## config.mk

```make
export PLATFORM = sky130hd
export DESIGN_NAME = top_of_book_metrics_core
export DESIGN_NICKNAME = d
export VERILOG_FILES = /design/src/rtl/tobm_pkg.sv /design/src/rtl/tobm_div.sv /design/src/rtl/top_of_book_metrics_core.sv
export SDC_FILE = /design/constraint.sdc
export NUM_CORES = 2
export LEC_CHECK = 0
export BUFFER_PORTS_ARGS = -buffer_cell sky130_fd_sc_hd__clkbuf_2
export CAP_MARGIN = 40
export CELL_PAD_IN_SITES_DETAIL_PLACEMENT = 0
export CELL_PAD_IN_SITES_GLOBAL_PLACEMENT = 2
export CORE_ASPECT_RATIO = 1.75
export CORE_UTILIZATION = 42
export CTS_BUF_LIST = sky130_fd_sc_hd__clkbuf_16
export DETAILED_ROUTE_END_ITERATION = 8
export GPL_TIMING_DRIVEN = 0
export PLACE_DENSITY_LB_ADDON = 0.3
export SYNTH_ARGS = -nofsm -noshare
export SYNTH_HDL_FRONTEND = slang
export SYNTH_HIERARCHICAL = 1
export SYNTH_SLANG_ARGS = --single-unit
```

## constraint.sdc

```tcl
create_clock -name clk -period 11.9 [get_ports clk]
set_input_delay 2.38 -clock clk [delete_from_list [all_inputs] [get_ports clk]]
set_output_delay 2.38 -clock clk [all_outputs]
set_load 0.01 [all_outputs]
```

## src/rtl/tobm_pkg.sv

```systemverilog
package tobm_pkg;

	// Default field widths
	localparam int PRICE_BITS_DEF = 32;
	localparam int SIZE_BITS_DEF  = 32;
	localparam int FRAC_BITS_DEF  = 16;

	// Result status codes; the failing ones are in priority order, highest first
	typedef enum logic [1:0] {
		STAT_OK        = 2'd0,
		STAT_EMPTY     = 2'd1,
		STAT_CROSSED   = 2'd2,
		STAT_ZERO_SIZE = 2'd3
	} status_t;

	// Sequencer states
	typedef enum logic [2:0] {
		S_IDLE,
		S_EVAL,
		S_MUL,
		S_MP_GO,
		S_MP_RUN,
		S_IMB_GO,
		S_IMB_RUN,
		S_FIN
	} state_t;

	// Request from the sequencer to the shared divider
	typedef struct packed {
		logic start;
		logic short_run;
	} div_req_t;

endpackage

```

## src/rtl/tobm_div.sv

```systemverilog
module tobm_div #(
	parameter int PRICE_BITS = tobm_pkg::PRICE_BITS_DEF,
	parameter int SIZE_BITS  = tobm_pkg::SIZE_BITS_DEF,
	parameter int FRAC_BITS  = tobm_pkg::FRAC_BITS_DEF
) (
	input  logic                            clk,
	input  logic                            arst_n,
	input  tobm_pkg::div_req_t              req,
	input  logic [SIZE_BITS:0]              den,
	input  logic [SIZE_BITS:0]              rem_init,
	input  logic [PRICE_BITS+FRAC_BITS-1:0] bits,
	output logic                            busy,
	output logic [PRICE_BITS+FRAC_BITS-1:0] quo
);
	import tobm_pkg::*;

	localparam int Q_W   = PRICE_BITS + FRAC_BITS;
	localparam int CNT_W = $clog2(Q_W + 1);

	logic               busy_q;
	logic [CNT_W-1:0]   cnt_q;
	logic [SIZE_BITS:0] rem_q;
	logic [Q_W-1:0]     bits_q;
	logic [Q_W-1:0]     quo_q;

	logic [SIZE_BITS+1:0] rem_sh;
	logic [SIZE_BITS+1:0] rem_sub;
	logic                 ge;
	logic [SIZE_BITS:0]   rem_nx;

	// One restoring step: shift in the next numerator bit, subtract if it fits
	assign rem_sh  = {rem_q, bits_q[Q_W-1]};
	assign rem_sub = rem_sh - {1'b0, den};
	assign ge      = (rem_sh >= {1'b0, den});
	assign rem_nx  = ge ? rem_sub[SIZE_BITS:0] : rem_sh[SIZE_BITS:0];

	// Step counter and busy flag
	always_ff @(posedge clk or negedge arst_n) begin
		if (!arst_n) begin
			busy_q <= 1'b0;
			cnt_q  <= '0;
		end else if (req.start) begin
			busy_q <= 1'b1;
			cnt_q  <= req.short_run ? CNT_W'(FRAC_BITS + 1) : CNT_W'(Q_W);
		end else if (busy_q) begin
			busy_q <= (cnt_q != CNT_W'(1));
			cnt_q  <= cnt_q - CNT_W'(1);
		end
	end

	// Partial remainder, numerator bits and quotient
	always_ff @(posedge clk) begin
		if (req.start) begin
			rem_q  <= rem_init;
			bits_q <= bits;
			quo_q  <= '0;
		end else if (busy_q) begin
			rem_q  <= rem_nx;
			bits_q <= {bits_q[Q_W-2:0], 1'b0};
			quo_q  <= {quo_q[Q_W-2:0], ge};
		end
	end

	assign busy = busy_q;
	assign quo  = quo_q;

endmodule

```

## src/rtl/top_of_book_metrics_core.sv

```systemverilog
// Channel  Dir  Signals                    Contents (lowest bit up)
// s        in   tvalid tready tdata tuser  tdata: level_price, level_size; tuser: func;
//                     tlast                 tlast: snapshot_end
// m        out  tvalid tready tdata tuser  tdata: best levels, mid_twice, spread,
//                                           microprice, imbalance; tuser: status
//
// A level that does not end a snapshot leaves the sequencer idle; the next word is taken right after.
// A snapshot end with a failing status goes through accept, evaluate and load result.
// A snapshot end with an ok status adds a multiply and then two runs of the shared
// one-bit-per-cycle divider: PRICE_BITS+FRAC_BITS steps for the microprice, then
// FRAC_BITS+1 steps for the imbalance, before the result is loaded.
// Reset clears the kept best levels and the sequencer. A result waiting on m_tready
// holds in the output register; new levels are still taken meanwhile, and the next
// result loads once the register is free.
module top_of_book_metrics_core #(
	parameter int PRICE_BITS = tobm_pkg::PRICE_BITS_DEF,
	parameter int SIZE_BITS  = tobm_pkg::SIZE_BITS_DEF,
	parameter int FRAC_BITS  = tobm_pkg::FRAC_BITS_DEF,
	localparam int IN_W      = ((PRICE_BITS + SIZE_BITS + 7) / 8) * 8,
	localparam int MICRO_W   = (PRICE_BITS + FRAC_BITS > 64) ? 64 : PRICE_BITS + FRAC_BITS,
	localparam int OUT_RAW   = 4 * PRICE_BITS + 2 * SIZE_BITS + 1 + MICRO_W + FRAC_BITS + 2,
	localparam int OUT_W     = ((OUT_RAW + 7) / 8) * 8
) (
	input  logic              clk,
	input  logic              arst_n,
	input  logic              s_tvalid,
	output logic              s_tready,
	input  logic [IN_W-1:0]   s_tdata,  // level_price, level_size
	input  logic              s_tuser,  // func
	input  logic              s_tlast,  // snapshot_end
	output logic              m_tvalid,
	input  logic              m_tready,
	output logic [OUT_W-1:0]  m_tdata,  // best_bid_price, best_bid_size, best_ask_price,
	                                    // best_ask_size, mid_twice, spread, microprice,
	                                    // imbalance
	output logic [1:0]        m_tuser   // status
);
	import tobm_pkg::*;

	localparam int Q_W   = PRICE_BITS + FRAC_BITS;
	localparam int IMB_W = FRAC_BITS + 2;

	state_t state_q, state_nx;

	logic                  bid_seen_q, ask_seen_q;
	logic [PRICE_BITS-1:0] top_bid_price_q, top_ask_price_q;
	logic [SIZE_BITS-1:0]  top_bid_size_q, top_ask_size_q;

	status_t                       status_q;
	logic [PRICE_BITS-1:0]         spread_q;
	logic [SIZE_BITS:0]            total_q;
	logic [SIZE_BITS-1:0]          diff_q;
	logic                          neg_q;
	logic [PRICE_BITS+SIZE_BITS-1:0] prod_q;
	logic [MICRO_W-1:0]            micro_q;
	logic [IMB_W-1:0]              imb_q;

	logic                  m_tvalid_q;
	logic [OUT_W-1:0]      m_tdata_q;
	logic [1:0]            m_tuser_q;

	logic                  s_fire, out_free, load_out;
	logic [PRICE_BITS-1:0] in_price;
	logic [SIZE_BITS-1:0]  in_size;
	logic                  upd_bid, upd_ask;
	status_t               status_nx;

	div_req_t              div_req;
	logic [SIZE_BITS:0]    div_rem_init;
	logic [Q_W-1:0]        div_bits;
	logic                  div_busy;
	logic [Q_W-1:0]        div_quo;

	logic [Q_W-1:0]        micro_sum;
	logic [IMB_W-1:0]      imb_mag;
	logic [OUT_RAW-1:0]    out_raw;

	assign in_price = s_tdata[PRICE_BITS-1:0];
	assign in_size  = s_tdata[PRICE_BITS+SIZE_BITS-1:PRICE_BITS];
	assign s_fire   = s_tvalid && s_tready;
	assign out_free = !m_tvalid_q || m_tready;

	// Running best: a later level at an equal price does not replace the kept one
	assign upd_bid = !s_tuser && (!bid_seen_q || in_price > top_bid_price_q);
	assign upd_ask = s_tuser && (!ask_seen_q || in_price < top_ask_price_q);

	// Status from the kept levels, in priority order
	always_comb begin
		if (!bid_seen_q || !ask_seen_q) begin
			status_nx = STAT_EMPTY;
		end else if (top_ask_price_q <= top_bid_price_q) begin
			status_nx = STAT_CROSSED;
		end else if (top_bid_size_q == '0 || top_ask_size_q == '0) begin
			status_nx = STAT_ZERO_SIZE;
		end else begin
			status_nx = STAT_OK;
		end
	end

	// Sequencer: next state and divider requests
	always_comb begin
		state_nx          = state_q;
		s_tready          = 1'b0;
		load_out          = 1'b0;
		div_req.start     = 1'b0;
		div_req.short_run = 1'b0;
		unique case (state_q)
			S_IDLE: begin
				s_tready = 1'b1;
				if (s_tvalid && s_tlast) begin
					state_nx = S_EVAL;
				end
			end
			S_EVAL: begin
				state_nx = (status_nx == STAT_OK) ? S_MUL : S_FIN;
			end
			S_MUL: begin
				state_nx = S_MP_GO;
			end
			S_MP_GO: begin
				div_req.start = 1'b1;
				state_nx      = S_MP_RUN;
			end
			S_MP_RUN: begin
				if (!div_busy) begin
					state_nx = S_IMB_GO;
				end
			end
			S_IMB_GO: begin
				div_req.start     = 1'b1;
				div_req.short_run = 1'b1;
				state_nx          = S_IMB_RUN;
			end
			S_IMB_RUN: begin
				if (!div_busy) begin
					state_nx = S_FIN;
				end
			end
			S_FIN: begin
				if (out_free) begin
					load_out = 1'b1;
					state_nx = S_IDLE;
				end
			end
			default: begin
				state_nx = S_IDLE;
			end
		endcase
	end

	always_ff @(posedge clk or negedge arst_n) begin
		if (!arst_n) begin
			state_q <= S_IDLE;
		end else begin
			state_q <= state_nx;
		end
	end

	// Kept best levels: fold in accepted words, clear once the result is loaded
	always_ff @(posedge clk or negedge arst_n) begin
		if (!arst_n) begin
			bid_seen_q      <= 1'b0;
			ask_seen_q      <= 1'b0;
			top_bid_price_q <= '0;
			top_bid_size_q  <= '0;
			top_ask_price_q <= '0;
			top_ask_size_q  <= '0;
		end else if (load_out) begin
			bid_seen_q      <= 1'b0;
			ask_seen_q      <= 1'b0;
			top_bid_price_q <= '0;
			top_bid_size_q  <= '0;
			top_ask_price_q <= '0;
			top_ask_size_q  <= '0;
		end else if (s_fire) begin
			if (upd_bid) begin
				bid_seen_q      <= 1'b1;
				top_bid_price_q <= in_price;
				top_bid_size_q  <= in_size;
			end
			if (upd_ask) begin
				ask_seen_q      <= 1'b1;
				top_ask_price_q <= in_price;
				top_ask_size_q  <= in_size;
			end
		end
	end

	// Working registers of the metric computation
	assign micro_sum = {top_bid_price_q, {FRAC_BITS{1'b0}}} + div_quo;
	assign imb_mag   = {1'b0, div_quo[FRAC_BITS:0]};

	always_ff @(posedge clk) begin
		if (state_q == S_EVAL) begin
			status_q <= status_nx;
			spread_q <= top_ask_price_q - top_bid_price_q;
			total_q  <= {1'b0, top_bid_size_q} + {1'b0, top_ask_size_q};
			neg_q    <= (top_bid_size_q < top_ask_size_q);
			diff_q   <= (top_bid_size_q < top_ask_size_q) ?
				top_ask_size_q - top_bid_size_q : top_bid_size_q - top_ask_size_q;
			micro_q  <= '0;
			imb_q    <= '0;
		end
		if (state_q == S_MUL) begin
			prod_q <= (PRICE_BITS+SIZE_BITS)'(spread_q) * (PRICE_BITS+SIZE_BITS)'(top_bid_size_q);
		end
		if (state_q == S_MP_RUN && !div_busy) begin
			micro_q <= micro_sum[MICRO_W-1:0];
		end
		if (state_q == S_IMB_RUN && !div_busy) begin
			imb_q <= neg_q ? (IMB_W'(0) - imb_mag) : imb_mag;
		end
	end

	// Divider operands: the high part of the numerator seeds the remainder
	always_comb begin
		if (state_q == S_IMB_GO) begin
			div_rem_init = {2'b00, diff_q[SIZE_BITS-1:1]};
			div_bits     = {diff_q[0], {(Q_W-1){1'b0}}};
		end else begin
			div_rem_init = {1'b0, prod_q[PRICE_BITS+SIZE_BITS-1:PRICE_BITS]};
			div_bits     = {prod_q[PRICE_BITS-1:0], {FRAC_BITS{1'b0}}};
		end
	end

	tobm_div #(
		.PRICE_BITS (PRICE_BITS),
		.SIZE_BITS  (SIZE_BITS),
		.FRAC_BITS  (FRAC_BITS)
	) u_div (
		.clk      (clk),
		.arst_n   (arst_n),
		.req      (div_req),
		.den      (total_q),
		.rem_init (div_rem_init),
		.bits     (div_bits),
		.busy     (div_busy),
		.quo      (div_quo)
	);

	// Pack the result word
	assign out_raw = {
		imb_q,
		micro_q,
		spread_q & {PRICE_BITS{status_q == STAT_OK}},
		{1'b0, top_bid_price_q} + {1'b0, top_ask_price_q},
		top_ask_size_q,
		top_ask_price_q,
		top_bid_size_q,
		top_bid_price_q
	};

	// Output register
	always_ff @(posedge clk or negedge arst_n) begin
		if (!arst_n) begin
			m_tvalid_q <= 1'b0;
		end else if (load_out) begin
			m_tvalid_q <= 1'b1;
		end else if (m_tready) begin
			m_tvalid_q <= 1'b0;
		end
	end

	always_ff @(posedge clk) begin
		if (load_out) begin
			m_tdata_q <= OUT_W'(out_raw);
			m_tuser_q <= status_q;
		end
	end

	assign m_tvalid = m_tvalid_q;
	assign m_tdata  = m_tdata_q;
	assign m_tuser  = m_tuser_q;

endmodule

```

==> After elaboration in Yosys (flattened, before gate mapping) <==
Index checks and enable logic that the tools add are counted.
{ "classes": {"add_sub_neg": 9, "multipliers": 1, "n_lt_le_gt_ge": 5, "eq_ne": 12, "n_mux": 52, "bitwise": 1, "n_reduce_logical": 32} }
{ "ops": {"columns": ["operator", "count"], "rows": [
  ["$mux 32", 14],
  ["$mux 48", 5],
  ["$mux 33", 3],
  ["$sub 32x32->32", 3],
  ["$add 32x32->33", 2],
  ["$logic_not 32->1", 2],
  ["$lt 32x32->1", 2],
  ["$mul 32x32->64", 1],
  ["$mux 18", 3],
  ["$add 48x48->48", 1],
  ["$ge 34x33->1", 1],
  ["$sub 33x33->33", 1],
  ["$and 32x32->32", 1],
  ["$gt 32x32->1", 1],
  ["$le 32x32->1", 1],
  ["$pmux 3 s8", 1],
  ["$mux 6", 3],
  ["$sub 1x17->18 const A", 1],
  ["$mux 1", 15],
  ["$mux 3", 5],
  ["$reduce_bool 2->1", 7],
  ["$eq 3x3->1 const B", 4],
  ["$ne 2x2->1 const B", 4],
  ["$eq 3x2->1 const B", 2],
  ["12 further kinds", 29]
]} }
{ "word_totals": {"reg_bits": 761, "inputBits": 70, "out_inout_bits": 268, "word_cells": 135} }

==> Longest topological paths before layout <==
{ "depth": {"depth_word": 8, "mapped_depth": 28} }

==> Cells and area by module <==
The synthesis kept the hierarchy.
{ "by_module_without_submodules": {"columns": ["module", "instances", "cells_each", "area_each_um2", "seq_area_each_um2"], "rows": [
  ["top_of_book_metrics_core", 1, 6723, 67415.9, 18067.3],
  ["tobm_div", 1, 758, 7694.9, 3568.4]
]} }

==> Worst setup path before layout <==
No wires, ideal clock.
{ "synth_path": {"path_type": "input to register", "startpoint": "in m_tready", "endpoint": "reg m_tdata_q[0] (netlist: m_tdata[0]) (enable)", "setup_time_ps": 730, "arrival_ps": 9990, "slack_ps": 1181, "stages": 4, "path_buffers": 1, "path_cell_list": "nand2b_1 > nand3_1 > inv_1 > clkbuf_1"} }
{ "synth_via": {"elab_chain_len": 3} }
{ "synth_rtl": {"columns": ["item", "line", "rtl"], "rows": [
  ["from (decl)", "top_of_book_metrics_core.sv:32", "input logic m_tready,"],
  ["$logic_or 1x1->1", "top_of_book_metrics_core.sv:81", "assign out_free = !m_tvalid_q || m_tready;"],
  ["$mux 1", "top_of_book_metrics_core.sv:140", "if (out_free) begin"],
  ["$mux 1", "top_of_book_metrics_core.sv:107", "unique case (state_q)"],
  ["via load_out", "top_of_book_metrics_core.sv:62", "logic s_fire, out_free, load_out;"],
  ["to (signal assigned)", "top_of_book_metrics_core.sv:266", "m_tdata_q <= OUT_W'(out_raw);"],
  ["to (decl)", "top_of_book_metrics_core.sv:59", "logic [OUT_W-1:0] m_tdata_q;"]
]} }
The timed path passes the listed nets, and every way through them passes these cells.
A chain may end at the register's enable or synchronous reset.

==> Worst setup path after layout <==
{ "layout_path": {"startpoint": "reg top_bid_size_q[17]", "endpoint": "reg prod_q[58], data pin"} }
{ "layout_via": {"elab_chain_len": 1} }
{ "layout_rtl": {"columns": ["item", "line", "rtl"], "rows": [
  ["from (decl)", "top_of_book_metrics_core.sv:47", "logic [SIZE_BITS-1:0] top_bid_size_q, top_ask_size_q;"],
  ["from (signal assigned)", "top_of_book_metrics_core.sv:179", "top_bid_size_q <= in_size;"],
  ["$mul 32x32->64", "top_of_book_metrics_core.sv:205", "prod_q <= (PRICE_BITS+SIZE_BITS)'(spread_q) * (PRICE_BITS+SIZE_BITS)'(top_bid_size_q);"],
  ["to (signal assigned)", "top_of_book_metrics_core.sv:205", null],
  ["to (decl)", "top_of_book_metrics_core.sv:54", "logic [PRICE_BITS+SIZE_BITS-1:0] prod_q;"]
]} }
No other way between the ends.

==> flow_metrics.py <==
metrics = {
    "clock_tree": {
        "cts_buffers": 78,
        "cts_tree": "yes",
        "post_cts_buffers": 0,
        "ctsResizeCount": 0,
        "holdBufCountCts": 0,
        "cts-root-buf": "clkbuf_16",
        "cts.clk_slew.worst_paths_ps": 70,
        "clk_path_buf_depth": 3,
        "htree_levels": 3,
        "insertion_delay_ps": 750,
        "cts.sinks": 760,
    },
    "cells_and_area": {
        "area_growth_syn_to_layout_pct": 12.98,
        "final_cell_mix": "inv_1, fa_1, nand2_1",
        "fin_cells": 10536,
        "design_area_um2": 84860,
        "final_common_cell": "inv_1",
        "finish.utilization": 0.4767,
        "drive_gt1_frac": 0.09935,
        "nets": 9586,
    },
    "timing": {
        "tightest_slew_ps": 1016,
        "fmax_ghz": 0.09053,
        "fin_crit_sh": 0.9283,
        "hold_violations": 0,
        "slew_violations": 0,
        "worst_hold_slack_ps": 416.6,
        "fin_skew_ps": 53.63,
        "max_slew_margin": 0.3178,
        "rsz0062_at_grt": "false",
        "setup_viol": 0,
        "period_needed_ps": 11050,
    },
    "placed_design": {
        "dpl_cell_area_um2": 81990,
        "io_buffers": 332,
        "place_congestion": 1.070,
        "dp_cells": 10351,
        "place_hpwl_mm": 269.1,
    },
    "floorplanning": {
        "dieArea_um2": 180600,
        "ios": 338,
        "start_util": 0.4220,
        "core_um2": 178000,
        "row_count": 205,
        "die-width_um": 321.7,
        "fp.dieH_um": 561.4,
    },
    "yosys": {
        "yosysWarnings": 6,
        "async_reset_ff_frac": 0.1855,
        "synth-seq-cells": 760,
        "synth_ff_type": "edfxtp_1",
        "synth_edf_count": 571,
        "ys_seq_area_frac": 0.2881,
        "syn_avg_cell_area_um2": 10.04,
        "syn_area_um2": 75110,
        "syn_inst": 7481,
        "synth_cell_type_count": 111,
    },
    "global_routing": {
        "grt_antenna_before_repair": 44,
        "track_usage": 0.3656,
        "met3_usage": 0.08171,
        "grt.busiest_layer": "met2",
        "gr-usage-met2": 0.6247,
        "grt_max_degree": 90,
        "grt_pass1_vias": 63726,
        "grt_pass1_wl_mm": 459.7,
        "gr-total-overflow": 0,
        "gr-usage-met1": 0.3508,
    },
    "critical_path": {
        "crit_type": "reg -> reg",
        "cp.arrival_ps": 11480,
        "cp-start-kind": "flip-flop",
        "end_kind": "flip-flop",
        "critPathRequiredTime_ps": 12330,
        "worst-path-max-fanout": 10,
    },
    "drt": {
        "drcViolationCount": 0,
        "drt_iter0_markers": 4531,
        "drt-vias-per-instance": 5.708,
        "ant_nets": 0,
        "routed_wl_mm": 328.0,
        "routedWlPerCell_um": 31.14,
        "dr.pass1.iters": 5,
        "vias": 60136,
    },
    "outcome": {
        "outcome": "completed",
    },
    "worst_hold_path": {
        "hold_class": "reg -> reg",
    },
    "flow_run": {
        "max_cap_viol_count": 0,
    },
}
-- metal layers --
metal | part of all wire | up-vias
met2 | 0.49 | 2736
met4 | 0.13 | 22
met3 | 0.068 | 1172
met1 | 0.31 | 30424
li1 | - | 25782
met5 | 0.00044 | -
-- stage by stage --
stage	setup TNS [ps]	setup slack (ps)
global route	0	909.0
floorplan	0	1181
global placement	-975130	-3678
detailed placement	0	1367
CTS	0	1349
finish	0	853.8
-- final timing paths --
| check | startpoint | end | slack (ps) | depth (start not counted) |
|---|---|---|---|---|
| setup / recovery | top_bid_size_q[17] | prod_q[58] | 850 | 26 |
| hold / removal | micro_q[26] | m_tdata[219] | 420 | 0 |
| setup reg to reg | top_bid_size_q[17] | prod_q[58] | 850 | 26 |
| hold reg to reg | micro_q[26] | m_tdata[219] | 420 | 0 |
| max in group asynchronous | arst_n | top_bid_size_q[29] | 9330 | 2 |
| min in group asynchronous | arst_n | top_bid_price_q[10] | 1620 | 1 |
-- critical path: stages (launching register included) --
cell and delay (ps):
dfrtp_1 550, buf_16 250, clkbuf_1 460, and2_1 360, fa_1 530, inv_1 60, fa_1 530, inv_1 50
fa_1 1000, inv_1 160, fa_1 570, inv_1 60, fa_1 450, fa_1 520, fa_1 430, fa_1 710
ha_1 390, a21oi_1 300, o21ai_0 180, or3_1 360, o21ai_0 480, a31oi_1 300, a41o_1 400, a221o_1 420
a21boi_1 260, o21ai_0 160, xor2_1 730
-- area by class of cell --
class,instances,area (µm²)
clock buffers,80,2002
repair buffers,475,3885
fillers,17214,93150
inverters,1124,4222
diodes,33,82.58
clock inverters,66,699.4
well taps,2380,2978
plain buffers,424,1724
flip-flops and latches,760,21640
multi-input cells,5194,47630
-- logic make-up (layout without fill, tap and decap cells) --
| family | Yosys count | count (layout) | share of synthesized area |
|---|---|---|---|
| other | 1 | 55 | 0.00004993 |
| and+or+nand+nor | 2212 | 2212 | 0.1474 |
| muxes | 150 | 150 | 0.02139 |
| xor gates and xnor gates | 237 | 237 | 0.02764 |
| buffers and inverters | 1548 | 2169 | 0.07904 |
| adders and majority gates | 1459 | 1459 | 0.3333 |
| DFF | 760 | 760 | 0.2881 |
| AOI/OAI and AO/OA | 1114 | 1114 | 0.1031 |
-- state kept, by name, indices dropped and copies added (netlist names), 3 cells and up --
| signal | cells |
|---|---|
| m_tdata | 259 |
| prod_q | 64 |
| micro_q | 48 |
| u_div/bits_q | 48 |
| u_div/quo | 48 |
| total_q | 33 |
| u_div/rem_q | 33 |
| spread_q | 32 |
| top_ask_price_q | 32 |
| top_ask_size_q | 32 |
| top_bid_price_q | 32 |
| top_bid_size_q | 32 |
| diff_q | 31 |
| imb_q | 18 |
| u_div/cnt_q | 6 |
| state_q | 3 |
-- synthesized netlist by cell type, types with 31 or more instances --
cell | count | area (µm²)
o21bai_1 | 54 | 405.4
ha_1 | 556 | 6957
fa_1 | 903 | 18080
nor2b_1 | 37 | 231.5
o311ai_0 | 70 | 613.1
a21o_1 | 122 | 915.9
xor2_1 | 75 | 656.9
mux2_2 | 84 | 945.9
clkbuf_1 | 359 | 1348
o31ai_1 | 80 | 600.6
dfrtp_1 | 141 | 3528
inv_1 | 1121 | 4208
a31oi_1 | 41 | 256.5
edfxtp_1 | 571 | 17150
nand2_1 | 750 | 2815
and2_1 | 681 | 4260
nand4_1 | 109 | 681.9
and3_1 | 44 | 275.3
a41oi_1 | 68 | 595.6
mux2i_1 | 66 | 660.6
nand2b_1 | 35 | 219.0
nor2_1 | 340 | 1276
nand3_1 | 55 | 275.3
xnor2_1 | 162 | 1419
o21ai_0 | 143 | 715.7
dfxtp_1 | 48 | 960.9
nor3_1 | 64 | 320.3
buf_2 | 31 | 155.2
a21oi_1 | 295 | 1476
Power is left out: the tool's default activity adds up to more than one toggle a clock period on the data nets, which glitch-free logic cannot reach.
